### src/rtl/assert_macros.svh
// Assertion macros used by the ICMP receive classifier datapath.
`ifndef ASSERT_MACROS_SVH
`define ASSERT_MACROS_SVH

// Checks that a property holds at every clock edge outside reset.
`define ASSERT_ALWAYS(label, prop, msg) \
   label: assert property (@(posedge clock) disable iff (reset) (prop)) else $error(msg);

// Checks that a consequent follows whenever the antecedent holds.
`define ASSERT_IMPLY(label, ante, cons, msg) \
   label: assert property (@(posedge clock) disable iff (reset) (ante) |-> cons) else $error(msg);

`endif

### src/rtl/icr_pkg.sv
// Types, codes and a helper function of the ICMP receive classifier.
package icr_pkg;

   localparam int REDIRECT_ENTRIES_DEFAULT = 8;

   localparam logic [7:0] ICMP_TYPE_ECHO_REPLY   = 8'd0;
   localparam logic [7:0] ICMP_TYPE_REDIRECT     = 8'd5;
   localparam logic [7:0] ICMP_TYPE_ECHO_REQUEST = 8'd8;
   localparam logic [7:0] ICMP_TYPE_TS_REQUEST   = 8'd13;
   localparam logic [7:0] ICMP_TYPE_TS_REPLY     = 8'd14;

   typedef enum logic [2:0] {
      VERDICT_BAD_CHECKSUM = 3'd0,
      VERDICT_ECHO_REPLY   = 3'd1,
      VERDICT_TS_REPLY     = 3'd2,
      VERDICT_REDIRECT     = 3'd3,
      VERDICT_ECHO_OK      = 3'd4,
      VERDICT_ECHO_BAD_SEQ = 3'd5,
      VERDICT_IGNORED      = 3'd6
   } verdict_type;

   typedef struct packed {
      logic take_word;
      logic load_result;
      logic scan_start;
      logic scan_run;
      logic commit;
   } icr_cmd_type;

   typedef struct packed {
      logic out_free;
      logic is_redirect;
      logic scan_hit;
      logic scan_end;
   } icr_stat_type;

   function automatic logic [15:0] oc_add(input logic [15:0] a, input logic [15:0] b);
      logic [16:0] s;
      s = {1'b0, a} + {1'b0, b};
      return s[15:0] + {15'd0, s[16]};
   endfunction

endpackage

### src/rtl/icr_ctrl.sv
// Controller state machine of the ICMP receive classifier.
module icr_ctrl
   import icr_pkg::*;
(
   input  logic         clock,
   input  logic         reset,
   input  logic         req_tvalid,
   output logic         req_tready,
   input  logic         req_tlast,
   input  icr_stat_type stat,
   output icr_cmd_type  cmd
);

   typedef enum logic [1:0] {
      S_RUN,
      S_EVAL,
      S_SCAN
   } state_type;

   state_type state_ff;
   state_type state_in;

   always_comb begin
      state_in = state_ff;
      cmd      = '0;
      unique case (state_ff)
         S_RUN: begin
            cmd.take_word = req_tvalid;
            if (req_tvalid && req_tlast) begin
               state_in = S_EVAL;
            end
         end
         S_EVAL: begin
            if (stat.out_free) begin
               if (stat.is_redirect) begin
                  cmd.scan_start = 1'b1;
                  state_in       = S_SCAN;
               end else begin
                  cmd.load_result = 1'b1;
                  state_in        = S_RUN;
               end
            end
         end
         S_SCAN: begin
            cmd.scan_run = 1'b1;
            if (stat.scan_hit || stat.scan_end) begin
               cmd.commit = 1'b1;
               state_in   = S_RUN;
            end
         end
         default: begin
            state_in = S_RUN;
         end
      endcase
   end

   always_ff @(posedge clock) begin
      if (reset) begin
         state_ff <= S_RUN;
      end else begin
         state_ff <= state_in;
      end
   end

   assign req_tready = (state_ff == S_RUN);

endmodule

### src/rtl/icr_datapath.sv
// Datapath of the ICMP receive classifier: sums, verdict, destination table and result register.
`include "assert_macros.svh"

module icr_datapath
   import icr_pkg::*;
#(
   parameter int REDIRECT_ENTRIES = REDIRECT_ENTRIES_DEFAULT
)
(
   input  logic         clock,
   input  logic         reset,
   input  logic [15:0]  req_tdata,
   input  logic         req_tlast,
   input  logic [0:0]   req_tuser,
   input  logic         csr_valid,
   input  logic         csr_ready,
   input  logic [15:0]  csr_data,
   input  icr_cmd_type  cmd,
   output icr_stat_type stat,
   output logic         rsp_tvalid,
   input  logic         rsp_tready,
   output logic [31:0]  rsp_tdata
);

   localparam int AddrW = $clog2(REDIRECT_ENTRIES);
   localparam logic [AddrW-1:0] LastAddr = AddrW'(REDIRECT_ENTRIES - 1);

   localparam logic [3:0] POS_HEADER   = 4'd0;
   localparam logic [3:0] POS_CHECKSUM = 4'd1;
   localparam logic [3:0] POS_SUM_FROM = 4'd2;
   localparam logic [3:0] POS_SEQUENCE = 4'd3;
   localparam logic [3:0] POS_TEN_LAST = 4'd9;
   localparam logic [3:0] POS_DEST_HI  = 4'd12;
   localparam logic [3:0] POS_DEST_LO  = 4'd13;
   localparam logic [3:0] POS_MAX      = 4'd15;

   logic [15:0] expected_seq_ff;

   logic [3:0]  pos_ff, pos_in;
   logic [15:0] first_word_ff, first_word_in;
   logic [15:0] rcv_cksum_ff, rcv_cksum_in;
   logic [15:0] rcv_seq_ff, rcv_seq_in;
   logic [15:0] run_sum_ff, run_sum_in;
   logic [15:0] psum_ten_ff, psum_ten_in;
   logic [31:0] dest_ff, dest_in;
   logic [15:0] word;

   logic [7:0]  msg_type;
   logic [7:0]  msg_code;
   logic [15:0] total;
   logic        cksum_ok;
   verdict_type verdict;
   logic [15:0] reply;

   logic [31:0]           dest_mem [REDIRECT_ENTRIES];
   logic [REDIRECT_ENTRIES-1:0] valid_ff, valid_in;
   logic [AddrW-1:0]      next_slot_ff, next_slot_in;
   logic [AddrW-1:0]      scan_addr_ff;
   logic                  scan_issue_ff;
   logic                  rd_live_ff;
   logic [AddrW-1:0]      rd_idx_ff;
   logic [31:0]           rd_data_ff;
   logic                  rd_valid_ff;
   logic [31:0]           rd_entry;
   logic [AddrW-1:0]      wr_slot;

   logic        rsp_valid_ff;
   verdict_type rsp_verdict_ff;
   logic [15:0] rsp_reply_ff;
   logic [2:0]  rsp_slot_ff;
   logic [7:0]  rsp_type_ff;
   logic        load;

   always_comb begin
      word = req_tdata;
      if (req_tlast && req_tuser[0]) begin
         word = {req_tdata[15:8], 8'h00};
      end
      pos_in        = pos_ff;
      first_word_in = first_word_ff;
      rcv_cksum_in  = rcv_cksum_ff;
      rcv_seq_in    = rcv_seq_ff;
      run_sum_in    = run_sum_ff;
      psum_ten_in   = psum_ten_ff;
      dest_in       = dest_ff;
      if (cmd.take_word) begin
         case (pos_ff)
            POS_HEADER:   first_word_in = word;
            POS_CHECKSUM: rcv_cksum_in = word;
            POS_SEQUENCE: rcv_seq_in = word;
            POS_DEST_HI:  dest_in = {word, dest_ff[15:0]};
            POS_DEST_LO:  dest_in = {dest_ff[31:16], word};
            default: ;
         endcase
         if (pos_ff >= POS_SUM_FROM) begin
            run_sum_in = oc_add(run_sum_ff, word);
            if (pos_ff <= POS_TEN_LAST) begin
               psum_ten_in = oc_add(psum_ten_ff, word);
            end
         end
         if (pos_ff != POS_MAX) begin
            pos_in = pos_ff + 4'd1;
         end
      end
      if (cmd.load_result || cmd.commit) begin
         pos_in        = '0;
         first_word_in = '0;
         rcv_cksum_in  = '0;
         rcv_seq_in    = '0;
         run_sum_in    = '0;
         psum_ten_in   = '0;
         dest_in       = '0;
      end
   end

   always_ff @(posedge clock) begin
      if (reset) begin
         pos_ff        <= '0;
         first_word_ff <= '0;
         rcv_cksum_ff  <= '0;
         rcv_seq_ff    <= '0;
         run_sum_ff    <= '0;
         psum_ten_ff   <= '0;
         dest_ff       <= '0;
      end else begin
         pos_ff        <= pos_in;
         first_word_ff <= first_word_in;
         rcv_cksum_ff  <= rcv_cksum_in;
         rcv_seq_ff    <= rcv_seq_in;
         run_sum_ff    <= run_sum_in;
         psum_ten_ff   <= psum_ten_in;
         dest_ff       <= dest_in;
      end
   end

   always_ff @(posedge clock) begin
      if (reset) begin
         expected_seq_ff <= '0;
      end else if (csr_valid && csr_ready) begin
         expected_seq_ff <= csr_data;
      end
   end

   assign msg_type = first_word_ff[15:8];
   assign msg_code = first_word_ff[7:0];
   assign total    = oc_add(run_sum_ff, first_word_ff);
   assign cksum_ok = ((~total) == rcv_cksum_ff);

   always_comb begin
      reply   = '0;
      verdict = VERDICT_IGNORED;
      if (!cksum_ok) begin
         verdict = VERDICT_BAD_CHECKSUM;
      end else begin
         unique case (msg_type)
            ICMP_TYPE_ECHO_REQUEST: begin
               verdict = VERDICT_ECHO_REPLY;
               reply   = ~oc_add(run_sum_ff, {8'h00, msg_code});
            end
            ICMP_TYPE_TS_REQUEST: begin
               verdict = VERDICT_TS_REPLY;
               reply   = ~oc_add(psum_ten_ff, {ICMP_TYPE_TS_REPLY, msg_code});
            end
            ICMP_TYPE_REDIRECT: begin
               verdict = VERDICT_REDIRECT;
            end
            ICMP_TYPE_ECHO_REPLY: begin
               verdict = (rcv_seq_ff == expected_seq_ff) ? VERDICT_ECHO_OK
                                                         : VERDICT_ECHO_BAD_SEQ;
            end
            default: begin
               verdict = VERDICT_IGNORED;
            end
         endcase
      end
   end

   // The table is scanned one entry per cycle; a read issued here is registered and compared from that register.
   always_ff @(posedge clock) begin
      if (cmd.scan_run && scan_issue_ff) begin
         rd_data_ff  <= dest_mem[scan_addr_ff];
         rd_valid_ff <= valid_ff[scan_addr_ff];
         rd_idx_ff   <= scan_addr_ff;
      end
      if (cmd.commit) begin
         dest_mem[wr_slot] <= dest_ff;
      end
   end

   always_ff @(posedge clock) begin
      if (reset) begin
         scan_addr_ff  <= '0;
         scan_issue_ff <= 1'b0;
         rd_live_ff    <= 1'b0;
      end else if (cmd.scan_start) begin
         scan_addr_ff  <= '0;
         scan_issue_ff <= 1'b1;
         rd_live_ff    <= 1'b0;
      end else if (cmd.scan_run) begin
         rd_live_ff <= scan_issue_ff;
         if (scan_issue_ff) begin
            if (scan_addr_ff == LastAddr) begin
               scan_issue_ff <= 1'b0;
            end else begin
               scan_addr_ff <= scan_addr_ff + AddrW'(1);
            end
         end
      end
   end

   assign rd_entry      = rd_valid_ff ? rd_data_ff : '0;
   assign stat.scan_hit = rd_live_ff && (rd_entry == dest_ff);
   assign stat.scan_end = rd_live_ff && (rd_idx_ff == LastAddr);
   assign wr_slot       = stat.scan_hit ? rd_idx_ff : next_slot_ff;

   always_comb begin
      valid_in     = valid_ff;
      next_slot_in = next_slot_ff;
      if (cmd.commit) begin
         valid_in[wr_slot] = 1'b1;
         if (!stat.scan_hit) begin
            next_slot_in = (next_slot_ff == LastAddr) ? '0 : next_slot_ff + AddrW'(1);
         end
      end
   end

   always_ff @(posedge clock) begin
      if (reset) begin
         valid_ff     <= '0;
         next_slot_ff <= '0;
      end else begin
         valid_ff     <= valid_in;
         next_slot_ff <= next_slot_in;
      end
   end

   assign stat.out_free    = !rsp_valid_ff || rsp_tready;
   assign stat.is_redirect = cksum_ok && (msg_type == ICMP_TYPE_REDIRECT);
   assign load             = cmd.load_result || cmd.commit;

   always_ff @(posedge clock) begin
      if (reset) begin
         rsp_valid_ff <= 1'b0;
      end else if (load) begin
         rsp_valid_ff <= 1'b1;
      end else if (rsp_tready) begin
         rsp_valid_ff <= 1'b0;
      end
   end

   always_ff @(posedge clock) begin
      if (cmd.load_result) begin
         rsp_verdict_ff <= verdict;
         rsp_reply_ff   <= reply;
         rsp_slot_ff    <= '0;
         rsp_type_ff    <= msg_type;
      end else if (cmd.commit) begin
         rsp_verdict_ff <= VERDICT_REDIRECT;
         rsp_reply_ff   <= '0;
         rsp_slot_ff    <= 3'(wr_slot);
         rsp_type_ff    <= msg_type;
      end
   end

   assign rsp_tvalid = rsp_valid_ff;
   assign rsp_tdata  = {2'b00, rsp_type_ff, rsp_slot_ff, rsp_reply_ff, rsp_verdict_ff};

   `ASSERT_IMPLY(a_load_needs_room, load, (!rsp_valid_ff || rsp_tready), "load over full")
   `ASSERT_IMPLY(a_commit_marks_valid, cmd.commit, ##1 valid_ff[$past(wr_slot)], "no valid bit")
   `ASSERT_IMPLY(a_clear_after_result, load, ##1 (pos_ff == '0 && run_sum_ff == '0), "no clear")

endmodule

### src/rtl/icmp_receive_classifier_core.sv
// Top level of the ICMP receive classifier.
//
//   Channel   Direction   Handshake               Content
//   req_*     in          req_tvalid/req_tready   one 16-bit message word
//   rsp_*     out         rsp_tvalid/rsp_tready   one verdict per message
//   csr_*     in          csr_valid/csr_ready     expected echo sequence
//
// Every word except the last is taken whenever it is valid in the run state.
// After the last word the controller gives the checksum verdict in its evaluation state and
// waits there while the result register still holds a word that has not been taken.
// A redirect scans the destination table one entry per cycle and stops at the first match
// or after the last entry.
// Reset is synchronous and clears the table at once through per-entry valid bits.
module icmp_receive_classifier_core
   import icr_pkg::*;
#(
   parameter int REDIRECT_ENTRIES = REDIRECT_ENTRIES_DEFAULT
)
(
   input  logic        clock,
   input  logic        reset,
   input  logic        req_tvalid,
   output logic        req_tready,
   input  logic [15:0] req_tdata,   // data_word
   input  logic        req_tlast,
   input  logic [0:0]  req_tuser,   // odd_tail
   output logic        rsp_tvalid,
   input  logic        rsp_tready,
   output logic [31:0] rsp_tdata,   // verdict, reply_checksum, redirect_slot, message_type
   input  logic        csr_valid,
   output logic        csr_ready,
   input  logic [15:0] csr_data
);

   icr_cmd_type  cmd;
   icr_stat_type stat;

   assign csr_ready = 1'b1;

   icr_ctrl u_ctrl (
      .clock      (clock),
      .reset      (reset),
      .req_tvalid (req_tvalid),
      .req_tready (req_tready),
      .req_tlast  (req_tlast),
      .stat       (stat),
      .cmd        (cmd)
   );

   icr_datapath #(
      .REDIRECT_ENTRIES (REDIRECT_ENTRIES)
   ) u_datapath (
      .clock      (clock),
      .reset      (reset),
      .req_tdata  (req_tdata),
      .req_tlast  (req_tlast),
      .req_tuser  (req_tuser),
      .csr_valid  (csr_valid),
      .csr_ready  (csr_ready),
      .csr_data   (csr_data),
      .cmd        (cmd),
      .stat       (stat),
      .rsp_tvalid (rsp_tvalid),
      .rsp_tready (rsp_tready),
      .rsp_tdata  (rsp_tdata)
   );

endmodule

### config.mk
export PLATFORM = sky130hd
export DESIGN_NAME = icmp_receive_classifier_core
export DESIGN_NICKNAME = d
export VERILOG_FILES = /design/src/rtl/icr_pkg.sv /design/src/rtl/icr_ctrl.sv /design/src/rtl/icr_datapath.sv /design/src/rtl/icmp_receive_classifier_core.sv
export VERILOG_INCLUDE_DIRS = /design/src /design/src/rtl
export SDC_FILE = /design/constraint.sdc
export NUM_CORES = 1
export LEC_CHECK = 0
export BUFFER_PORTS_ARGS = -buffer_cell sky130_fd_sc_hd__clkbuf_2
export CAP_MARGIN = 30
export CORE_ASPECT_RATIO = 0.8
export CORE_MARGIN = 5
export CORE_UTILIZATION = 50
export DETAILED_ROUTE_END_ITERATION = 10
export GPL_ROUTABILITY_DRIVEN = 0
export PLACE_DENSITY = 0.78
export SYNTH_ARGS = -nofsm -noshare
export SYNTH_HDL_FRONTEND = slang
export SYNTH_SLANG_ARGS = --single-unit
export TNS_END_PERCENT = 30
### constraint.sdc
create_clock -name clock -period 5.47 [get_ports clock]
set_input_delay 1.094 -clock clock [delete_from_list [all_inputs] [get_ports clock]]
set_output_delay 1.094 -clock clock [all_outputs]
set_load 0.01 [all_outputs]
* Word level (Yosys, flattened, before mapping)
Memories as Yosys holds them, arrays and structs flattened. A register that Yosys moved wholly into a read port is not among the register bits. Index checks and enable logic that the tools add are counted.
Cells by class: reduce and logical (&&, ||, !) cells 30, bitwise gates (word level) 8, mux-type cells 40, $lt $le $gt $ge 5, $add $sub $neg 13, equal/unequal tests 19
Operators with widths (count):
- adder 16 x 1 -> 16 bit | 5
- case mux 32 bit (2 select lines) | 1
- adder 16 x 16 -> 17 bit | 3
- 2-to-1 mux 16 bit | 3
- NOT 16 bit | 3
- == test 16 bit | 2
- == test 32 bit | 1
- 2-to-1 mux 32 bit | 1
- case mux 16 bit (2 select lines) | 1
- 2-to-1 mux 8 bit | 3
- adder 16 x 12 -> 17 bit | 1
- adder 16 x 8 -> 17 bit | 1
- == test 8 x 4 -> 1 bit (second input constant) | 2
- 2-to-1 mux 1 bit | 15
- 2-to-1 mux 3 bit | 5
- AND reduction 3 bit | 5
- 2-to-1 mux 2 bit | 7
- case mux 3 bit (4 select lines) | 1
- AND reduction 2 bit | 6
- == test 3 bit (second input constant) | 3
- == test 4 bit (second input constant) | 2
- == test 8 x 3 -> 1 bit (second input constant) | 1
- logical NOT 8 bit | 1
- less-than comparator 3 x 4 -> 1 bit (second input constant) | 2
- other kinds (24) | 40
Storage, ports and cells: input port bits 39, output and inout bits 35, logic and storage cells 138, bits in registers 185, RAM bits 256, memories 1
Memories:
- u_datapath.dest_mem | depth 8, width 32, rd ports 1, clocked after Yosys merged registers in 1, wr ports 1, RTL line icr_datapath.sv:55 | logic [31:0] dest_mem [REDIRECT_ENTRIES];

* Logic depth before layout (Yosys ltp)
Gate-level depths: netlist (run 1).
word-level depth 10, gate-level depth with buffers 24, gate-level depth less buffers 24

* Modules after synthesis
Synthesis (run 1) repeated with hierarchy kept, for this count alone.
Unflattened totals: cell total of the unflattened synthesis 2055, area, all modules 23646.4 sq um
By module, submodules not included:
- icr_datapath | instances 1, area an instance 23502.5 sq um, cells each 2040
- icr_ctrl | instances 1, area an instance 132.6 sq um, cells each 13
- icmp_receive_classifier_core | instances 1, area an instance 11.3 sq um, cells each 2

* Worst setup path after synthesis (run 1)
No wires, ideal clock.
kind reg2reg, from reg u_datapath.run_sum_ff[0], to reg u_datapath.rsp_reply_ff[0] (enable), stages on the path, launching flop included 23, library setup time 0.317 ns, arrival 4.749 ns, path buffers 1, path slack 0.404 ns, clock period less this slack 5.066 ns, path through dfxtp_1 > ha_1 > fa_1 > a21o_1 > a22oi_1 > nor4b_2 > o31ai_1 > a21oi_1 > nor2_1 > o21ai_0 > nand2b_1 > ha_1 > and2_1 > and2_1 > nor3b_1 > nand2_1 > a2111oi_0 > or3_1 > a32oi_1 > nand4_1 > o31a_1 > clkbuf_1 > or2_2
Between the ends: longest elaborated chain between the ends 9
Ends and longest elaborated chain:
- start, declared | RTL line icr_datapath.sv:43 | logic [15:0] run_sum_ff, run_sum_in;
- start signal, assigned | RTL line icr_datapath.sv:130 | run_sum_ff <= run_sum_in;
- adder 16 x 16 -> 17 bit | RTL line icr_pkg.sv:39 | s = {1'b0, a} + {1'b0, b};
- adder 16 x 1 -> 16 bit | RTL line icr_pkg.sv:40 | return s[15:0] + {15'd0, s[16]};
- NOT 16 bit | RTL line icr_datapath.sv:147 | assign cksum_ok = ((~total) == rcv_cksum_ff);
- == test 16 bit | RTL line icr_datapath.sv:147
- logical AND 1 bit | RTL line icr_datapath.sv:238 | assign stat.is_redirect = cksum_ok && (msg_type == ICMP_TYPE_REDIRECT);
- 2-to-1 mux 1 bit | RTL line icr_ctrl.sv:35 | if (stat.is_redirect) begin
- 2-to-1 mux 2 bit | RTL line icr_ctrl.sv:34 | if (stat.out_free) begin
- 2-to-1 mux 2 bit | RTL line icr_ctrl.sv:26 | unique case (state_ff)
- nonzero test 2 bit (no line)
- end signal, assigned | RTL line icr_datapath.sv:254 | rsp_reply_ff <= reply;
- end, declared | RTL line icr_datapath.sv:69 | logic [15:0] rsp_reply_ff;
No other way between the ends. A chain may end at the register's enable or synchronous reset.

* Final worst setup path (run 1)
from reg u_datapath.run_sum_ff[0], to reg u_datapath.dest_ff[4]
Between the ends: longest elaborated chain between the ends 10
Ends and longest elaborated chain:
- adder 16 x 16 -> 17 bit | RTL line icr_pkg.sv:39
- adder 16 x 1 -> 16 bit | RTL line icr_pkg.sv:40
- NOT 16 bit | RTL line icr_datapath.sv:147
- == test 16 bit | RTL line icr_datapath.sv:147
- logical AND 1 bit | RTL line icr_datapath.sv:238
- 2-to-1 mux 1 bit | RTL line icr_ctrl.sv:35
- 2-to-1 mux 2 bit | RTL line icr_ctrl.sv:34
- 2-to-1 mux 2 bit | RTL line icr_ctrl.sv:26
- logical OR 1 bit | RTL line icr_datapath.sv:105 | if (cmd.load_result || cmd.commit) begin
- OR reduction 2 bit (no line)
- end signal, assigned | RTL line icr_datapath.sv:132 | dest_ff <= dest_in;
- end, declared | RTL line icr_datapath.sv:45 | logic [31:0] dest_ff, dest_in;
No other way between the ends.

==> results.cfg, run 1 <==
[pwr]
ir_drop_mv = 0.231
leakage_nw = 10.3
p_per_area_mw_per_mm2 = 285

[die]
dieArea_mm2 = 0.0530
rows = 72
num_io_pins = 74
core_mm2 = 0.0482
die_h_um = 207
fp.dieW_um = 256
start_util_pct = 50.3

[worst_setup_path]
startpoint_type = flip-flop
crit_fanout = 88
worstPathArrival_ns = 5.69
endpoint_kind = flip-flop
critPathKind = flip-flop to flip-flop
critical_path_required_ns = 5.94

[clocking]
cts_hold_buf = 0
path_clk_slew_ns = 0.06
cts_max_level = 2
cts_buffers = 47
cts_sinks = 473
cts_tree = built
clock_path_buffers = 3
clock_latency_ns = 0.60
root_buffer = clkbuf_16

[timing]
setup_viol = 0
fin_crit_sh_pct = 95.4
worst_pin_slew_ns = 0.990
hold_viol = 0
tns_ns = 0
whs_ns = 0.465
fmax_ghz = 0.192
period_minus_slack_ns = 5.22
skew_ns = 0.0238
slew-limit-headroom_pct = 33.5
maxSlewViolCount = 0

[grt]
antenna_found_initial = 0
grt_max_degree = 99
grt_usage_pct = 23.1
grt.overflow.total = 0
grt_pass1_wl_mm = 96.1
grt_pass1_vias = 16571

[synth]
synth-edff-count = 319
yosysMostFrequentCell = edfxtp_1
synth_cells = 1942
synthesis.area_mm2 = 0.0243
ys_seq_area_share_pct = 52.2
synth.area.top_cells = edfxtp_1 (39%), dfxtp_1 (13%), mux4_2 (6.1%)
yosys-top-cells-count = edfxtp_1 (319), dfxtp_1 (154), nor2_1 (136)
synth_cell_types = 86
yosysTopAreaCell = edfxtp_1
yosysWarnings = 0
synth_top_cell_area_share_pct = 39.5
async_flop_share_pct = 0
ys_ff_latch = 473
synth_flop_cell = edfxtp_1
syn_avg_cell_area_um2 = 12.5

[detailed_routing]
via_per_inst = 6.28
drc = 0
dr.first_iter.drc_count = 1899
first_pass_iters = 5
drt-wirelength-per-cell_um = 23.2
route.vias.total = 16897
routed_wirelength_mm = 62.4
final_antenna_net_count = 0

[finish]
layout-drive-gt1-share_pct = 20.8
multi_input_area_mm2 = 0.0111
register_area_mm2 = 0.0127
final_nets = 2141
area_growth_pct = 12.3
fill_cells = 3777

[run_status]
status = finished, final reports clean

[min_path]
hold_path.class = flip-flop to flip-flop

[placement]
dpl.hpwl_mm = 40.7
port_buffers = 70

[job]
drv_cap = 0
kinds of logic (layout without fill, tap and decap cells):
kind of cell	count (synthesis)	count (layout)	synth area share, %
AO/OA/AOI/OAI	319	319	8.93
XOR/XNOR	141	141	5.24
adder cells (fa/ha/maj)	80	80	4.24
buffers and inverters	144	260	2.62
flip-flops	473	473	52.2
multiplexers	199	199	11.8
other	2	4	0.0310
AND/OR/NAND/NOR	584	584	14.9
cells in the final DEF (no fill, tap or decap), drive strengths merged, types with 7 or more instances in the layout:
cell type / netlist / routed
mux2: 35 / 35
a2111oi: 10 / 10
a21oi: 70 / 70
nor3b: 9 / 9
o21ai: 65 / 65
xor2: 67 / 67
nor2b: 13 / 13
clkbuf: 72 / 135
nor4: 136 / 136
edfxtp: 319 / 319
buf: 32 / 66
o211ai: 9 / 9
nor2: 136 / 136
or3: 12 / 12
or2: 9 / 9
a21boi: 12 / 12
dfxtp: 154 / 154
o22ai: 11 / 11
o21a: 15 / 15
clkinv: 0 / 13
mux4: 66 / 66
nor3: 34 / 34
nand2b: 15 / 15
inv: 40 / 41
nor4b: 9 / 9
a211oi: 13 / 13
nand2: 96 / 96
nand4: 21 / 21
o21bai: 7 / 7
nand3b: 12 / 12
and2: 10 / 10
a21o: 20 / 20
xnor2: 72 / 72
a22oi: 17 / 17
mux2i: 98 / 98
nand3: 38 / 38
and3: 23 / 23
ha: 75 / 75
a31oi: 12 / 12
layer usage:
metal	GRT usage, %	wire length (um)	share of wire, %	up-vias
met5	0	0	0	-
met4	6.65	1500	2.4	0
met3	5.08	5940	9.5	105
met2	34.9	27500	44	738
met1	33.8	27500	44	8379
li1	-	-	-	7675
through the flow:
stage	area, um2	power (mW)	util, %	setup slack, ns	cells
floorplan	24300	4.38	-	0.404	1943
CTS	27200	7.79	56.5	0.101	2687
global placement	25600	4.56	53.1	0.228	2599
detailed placement	25700	4.58	53.2	0.129	2602
finish	27200	7.77	56.5	0.250	2689
global route	27200	8.03	56.5	-0.00943	2688
worst paths after layout:
path,endpoint,startpoint,depth (start not counted),slack (ns)
hold reg to reg,u_datapath.valid_ff[2],u_datapath.valid_ff[2],2,0.46
setup reg to reg,u_datapath.dest_ff[4],u_datapath.run_sum_ff[0],22,0.25
hold / removal,u_datapath.valid_ff[2],u_datapath.valid_ff[2],2,0.46
setup / recovery,u_datapath.dest_ff[4],u_datapath.run_sum_ff[0],22,0.25
what timing repair did:
| action | in CTS | in global routing |
|---|---|---|
| setup buffers | 0 | 1 |
| endpoints found under the setup margin | 0 | 147 |
| resized for setup | 0 | 3 |
final cells by class:
| cell class | count | share of cell area, % |
|---|---|---|
| Clock buffer | 66 | 4.92 |
| Antenna cell | 1 | 0.00919 |
| Inverter | 40 | 0.551 |
| Multi-Input combinational cell | 1326 | 40.6 |
| Clock inverter | 19 | 0.776 |
| Tap cell | 629 | 2.89 |
| Timing Repair Buffer | 135 | 3.73 |
| Sequential cell | 473 | 46.5 |
power breakdown:
part,leakage [nW],internal [mW],total [mW],switching [mW]
combinational,4.66,0.252,0.675,0.423
sequential,4.88,3.81,3.86,0.0445
clock,0.751,1.86,3.24,1.38
total,10.3,5.92,7.77,1.85
worst max-delay path: stages, from the launching register on:
cell,delay [ns]
dfxtp_1,0.33
ha_1,0.24
fa_1,0.46
a21o_1,0.26
a22oi_1,0.19
nor4b_2,0.29
o31ai_1,0.12
a21oi_1,0.16
nor2_1,0.05
o21ai_0,0.14
nand2b_1,0.11
ha_1,0.20
and2_1,0.18
and2_1,0.20
nor3b_2,0.18
nand2_1,0.13
a2111oi_0,0.10
or3_1,0.38
a32oi_1,0.22
nand4_1,0.16
o31a_2,0.36
buf_12,0.24
nor4_1,0.36
sequential cells by signal, indices dropped and copies added, names as in the netlist, 4 cells and up:
signal,flops
u_datapath.first_word_ff,16
u_datapath.rsp_type_ff,8
u_datapath.rcv_cksum_ff,16
u_datapath.run_sum_ff,16
u_datapath.pos_ff,4
u_datapath.rcv_seq_ff,16
u_datapath.valid_ff,8
u_datapath.psum_ten_ff,16
u_datapath.dest_ff,32
u_datapath.rd_data_ff,32
u_datapath.rsp_reply_ff,16
u_datapath.expected_seq_ff,16
u_datapath.dest_mem,256
(Power assumes the default switching activity.)
==> run 2, diff against run 1 <==
- PLACE_DENSITY: 0.78 -> 0.75
- clock period: 5.47 -> 5.2 ns (I/O delays scaled with it)
==> run 2 against run 1 <==
- design area grew 3.2%
- worst hold slack gained 0.0090 ns
- final cell count grew 1.8%
- flip-flop and latch count is the same
- clock skew grew 0.0079 ns
- utilization grew 1.8 points
- largest power group unchanged
==> results.cfg, run 2 (synthesized netlist as in run 1, its figures left out) <==
[run_status]
status = finished, final reports clean

[detailed_routing]
dr.first_iter.drc_count = 1927
first_pass_iters = 5
final_antenna_net_count = 0
routed_wirelength_mm = 64.5
drt-wirelength-per-cell_um = 23.6
via_per_inst = 6.29
drc = 0
route.vias.total = 17218

[min_path]
hold_path_end = u_datapath.valid_ff[1]
holdPathStages = 2
hold_path.class = flip-flop to flip-flop
min-delay-start = u_datapath.valid_ff[1]

[finish]
reg.largest.list = u_datapath.dest_mem: 256 flops, u_datapath.dest_ff: 32 flops, u_datapath.rd_data_ff: 32 flops
finalNonFillerCells = 2738
top_register = u_datapath.dest_mem
final_cell_mix = edfxtp_1 (319), dfxtp_1 (151), nor2_1 (126), mux2i_1 (98), nor4_2 (97)
layout_commonest_cell = edfxtp_1
largest_reg_flops = 256
fill_cells = 3670
diodes = 0
final_nets = 2186
post-route-util_pct = 58.3
layout-drive-gt1-share_pct = 24.3
area_growth_pct = 15.9

[clocking]
path_clk_slew_ns = 0.06
clock_latency_ns = 0.60
cts_hold_buf = 0
cts_max_level = 2
cts_tree = built
clock_path_buffers = 3
root_buffer = clkbuf_16
cts_buffers = 49
cts_sinks = 473

[die]
rows = 72
dieArea_mm2 = 0.0530
fp.dieW_um = 256
num_io_pins = 74
core_mm2 = 0.0482
start_util_pct = 50.3
die_h_um = 207

[worst_setup_path]
critical_path_required_ns = 5.69
worstPathArrival_ns = 5.48
crit_fanout = 12
r2r_end = u_datapath.dest_ff[5]
endpoint_kind = flip-flop
rr_startpoint = u_datapath.run_sum_ff[0]
startpoint_type = flip-flop
critPathKind = flip-flop to flip-flop
rr_worst_depth = 23
reg2reg_slack_ns = 0.21

[placement]
dpl.hpwl_mm = 42.6
placedCellCount = 2633
port_buffers = 70

[pwr]
pwr-share-comb_pct = 8.9
p_sw_mw = 1.99
leakage_nw = 10.6
p_per_area_mw_per_mm2 = 297
seqPwrFrac_pct = 48.5
p_int_mw = 6.37
power_mw = 8.35
ir_drop_mv = 0.237
pwr-share-clk_pct = 42.5
swShare_pct = 23.8

[grt]
grt_max_degree = 94
grt_pass1_wl_mm = 97.9
grt.overflow.total = 0
grt_usage_pct = 23.4
grt_pass1_vias = 16859
antenna_found_initial = 0

[job]
drv_cap = 0

[timing]
maxSlewViolCount = 0
worst_pin_slew_ns = 1.12
slew-limit-headroom_pct = 25.5
whs_ns = 0.474
hold_viol = 0
skew_ns = 0.0317
setup_viol = 0
fmax_ghz = 0.200
fin_crit_sh_pct = 96.0
period_minus_slack_ns = 4.99
==> run 2: layer usage <==
layer	vias up	track usage, %	wire [um]
met4	0	6.20	1700
li1	7751	-	-
met2	793	35.0	28000
met3	136	6.29	6530
met5	-	0	0
met1	8538	34.1	28300
==> run 2: worst max-delay path: stages, from the launching register on <==
cell,delay [ns]
dfxtp_1,0.33
ha_2,0.21
fa_2,0.38
a21o_1,0.22
a22oi_2,0.17
nor4b_4,0.28
o31ai_2,0.10
a21oi_1,0.16
nor2_1,0.07
o21ai_1,0.13
nand2b_1,0.12
ha_1,0.19
and2_1,0.18
and2_4,0.18
nor3b_4,0.16
nand2_2,0.12
a2111oi_1,0.10
or3_1,0.42
a32oi_2,0.19
nand4_1,0.16
o31a_4,0.40
buf_16,0.19
clkbuf_16,0.20
nor4_1,0.23
==> run 2: power by group through the flow <==
stage                     Combinational [mW]  Clock (mW)  Sequential (mW)
after detailed placement               0.697           0             4.13
after floorplan                        0.490           0             4.12
after global placement                 0.678           0             4.13
after global routing                   0.804        3.78             4.06
final                                  0.747        3.55             4.06
after CTS                              0.706        3.61             4.05
==> run 2: cell type report <==
type	count	area [um2]	area share, %
Clock inverter	14	148	0.525
Multi-Input combinational cell	1326	11300	40.3
Tap cell	629	787	2.80
Sequential cell	473	12700	45.1
Timing Repair Buffer	178	1550	5.50
Inverter	40	150	0.534
Clock buffer	78	1490	5.29
==> run 2: through the flow <==
stage          setup slack, ns  TNS [ns]  area [um2]
2_1_floorplan            0.134         0       24300
3_3_place_gp            0.0211         0       26000
3_5_place_dp            -0.201     -5.91       26000
4_1_cts                 0.0454         0       27700
5_1_grt               -0.00577  -0.00577       28100
6_report                 0.210         0       28100
==> run 2: worst max path at each step <==
stage | startpoint | to | cells after the start | slack, ns
floorplan | u_datapath.run_sum_ff[0] | u_datapath.rsp_reply_ff[0] | 22 | 0.13
detailed placement | req_tlast | u_datapath.run_sum_ff[8] | 22 | -0.20
global placement | req_tlast | u_datapath.run_sum_ff[8] | 22 | 0.02
CTS | u_datapath.run_sum_ff[0] | u_datapath.dest_ff[7] | 23 | 0.05
finish | u_datapath.run_sum_ff[0] | u_datapath.dest_ff[5] | 23 | 0.21
global route | u_datapath.first_word_ff[8] | u_datapath.run_sum_ff[3] | 20 | -0.006
==> run 2: what timing repair did <==
| action | 4_1_cts | 5_1_grt |
|---|---|---|
| gates cloned | 0 | 4 |
| pin swaps | 1 | 7 |
| setup buffers | 2 | 5 |
| endpoints found under the setup margin | 110 | 152 |
| resized for setup | 6 | 44 |
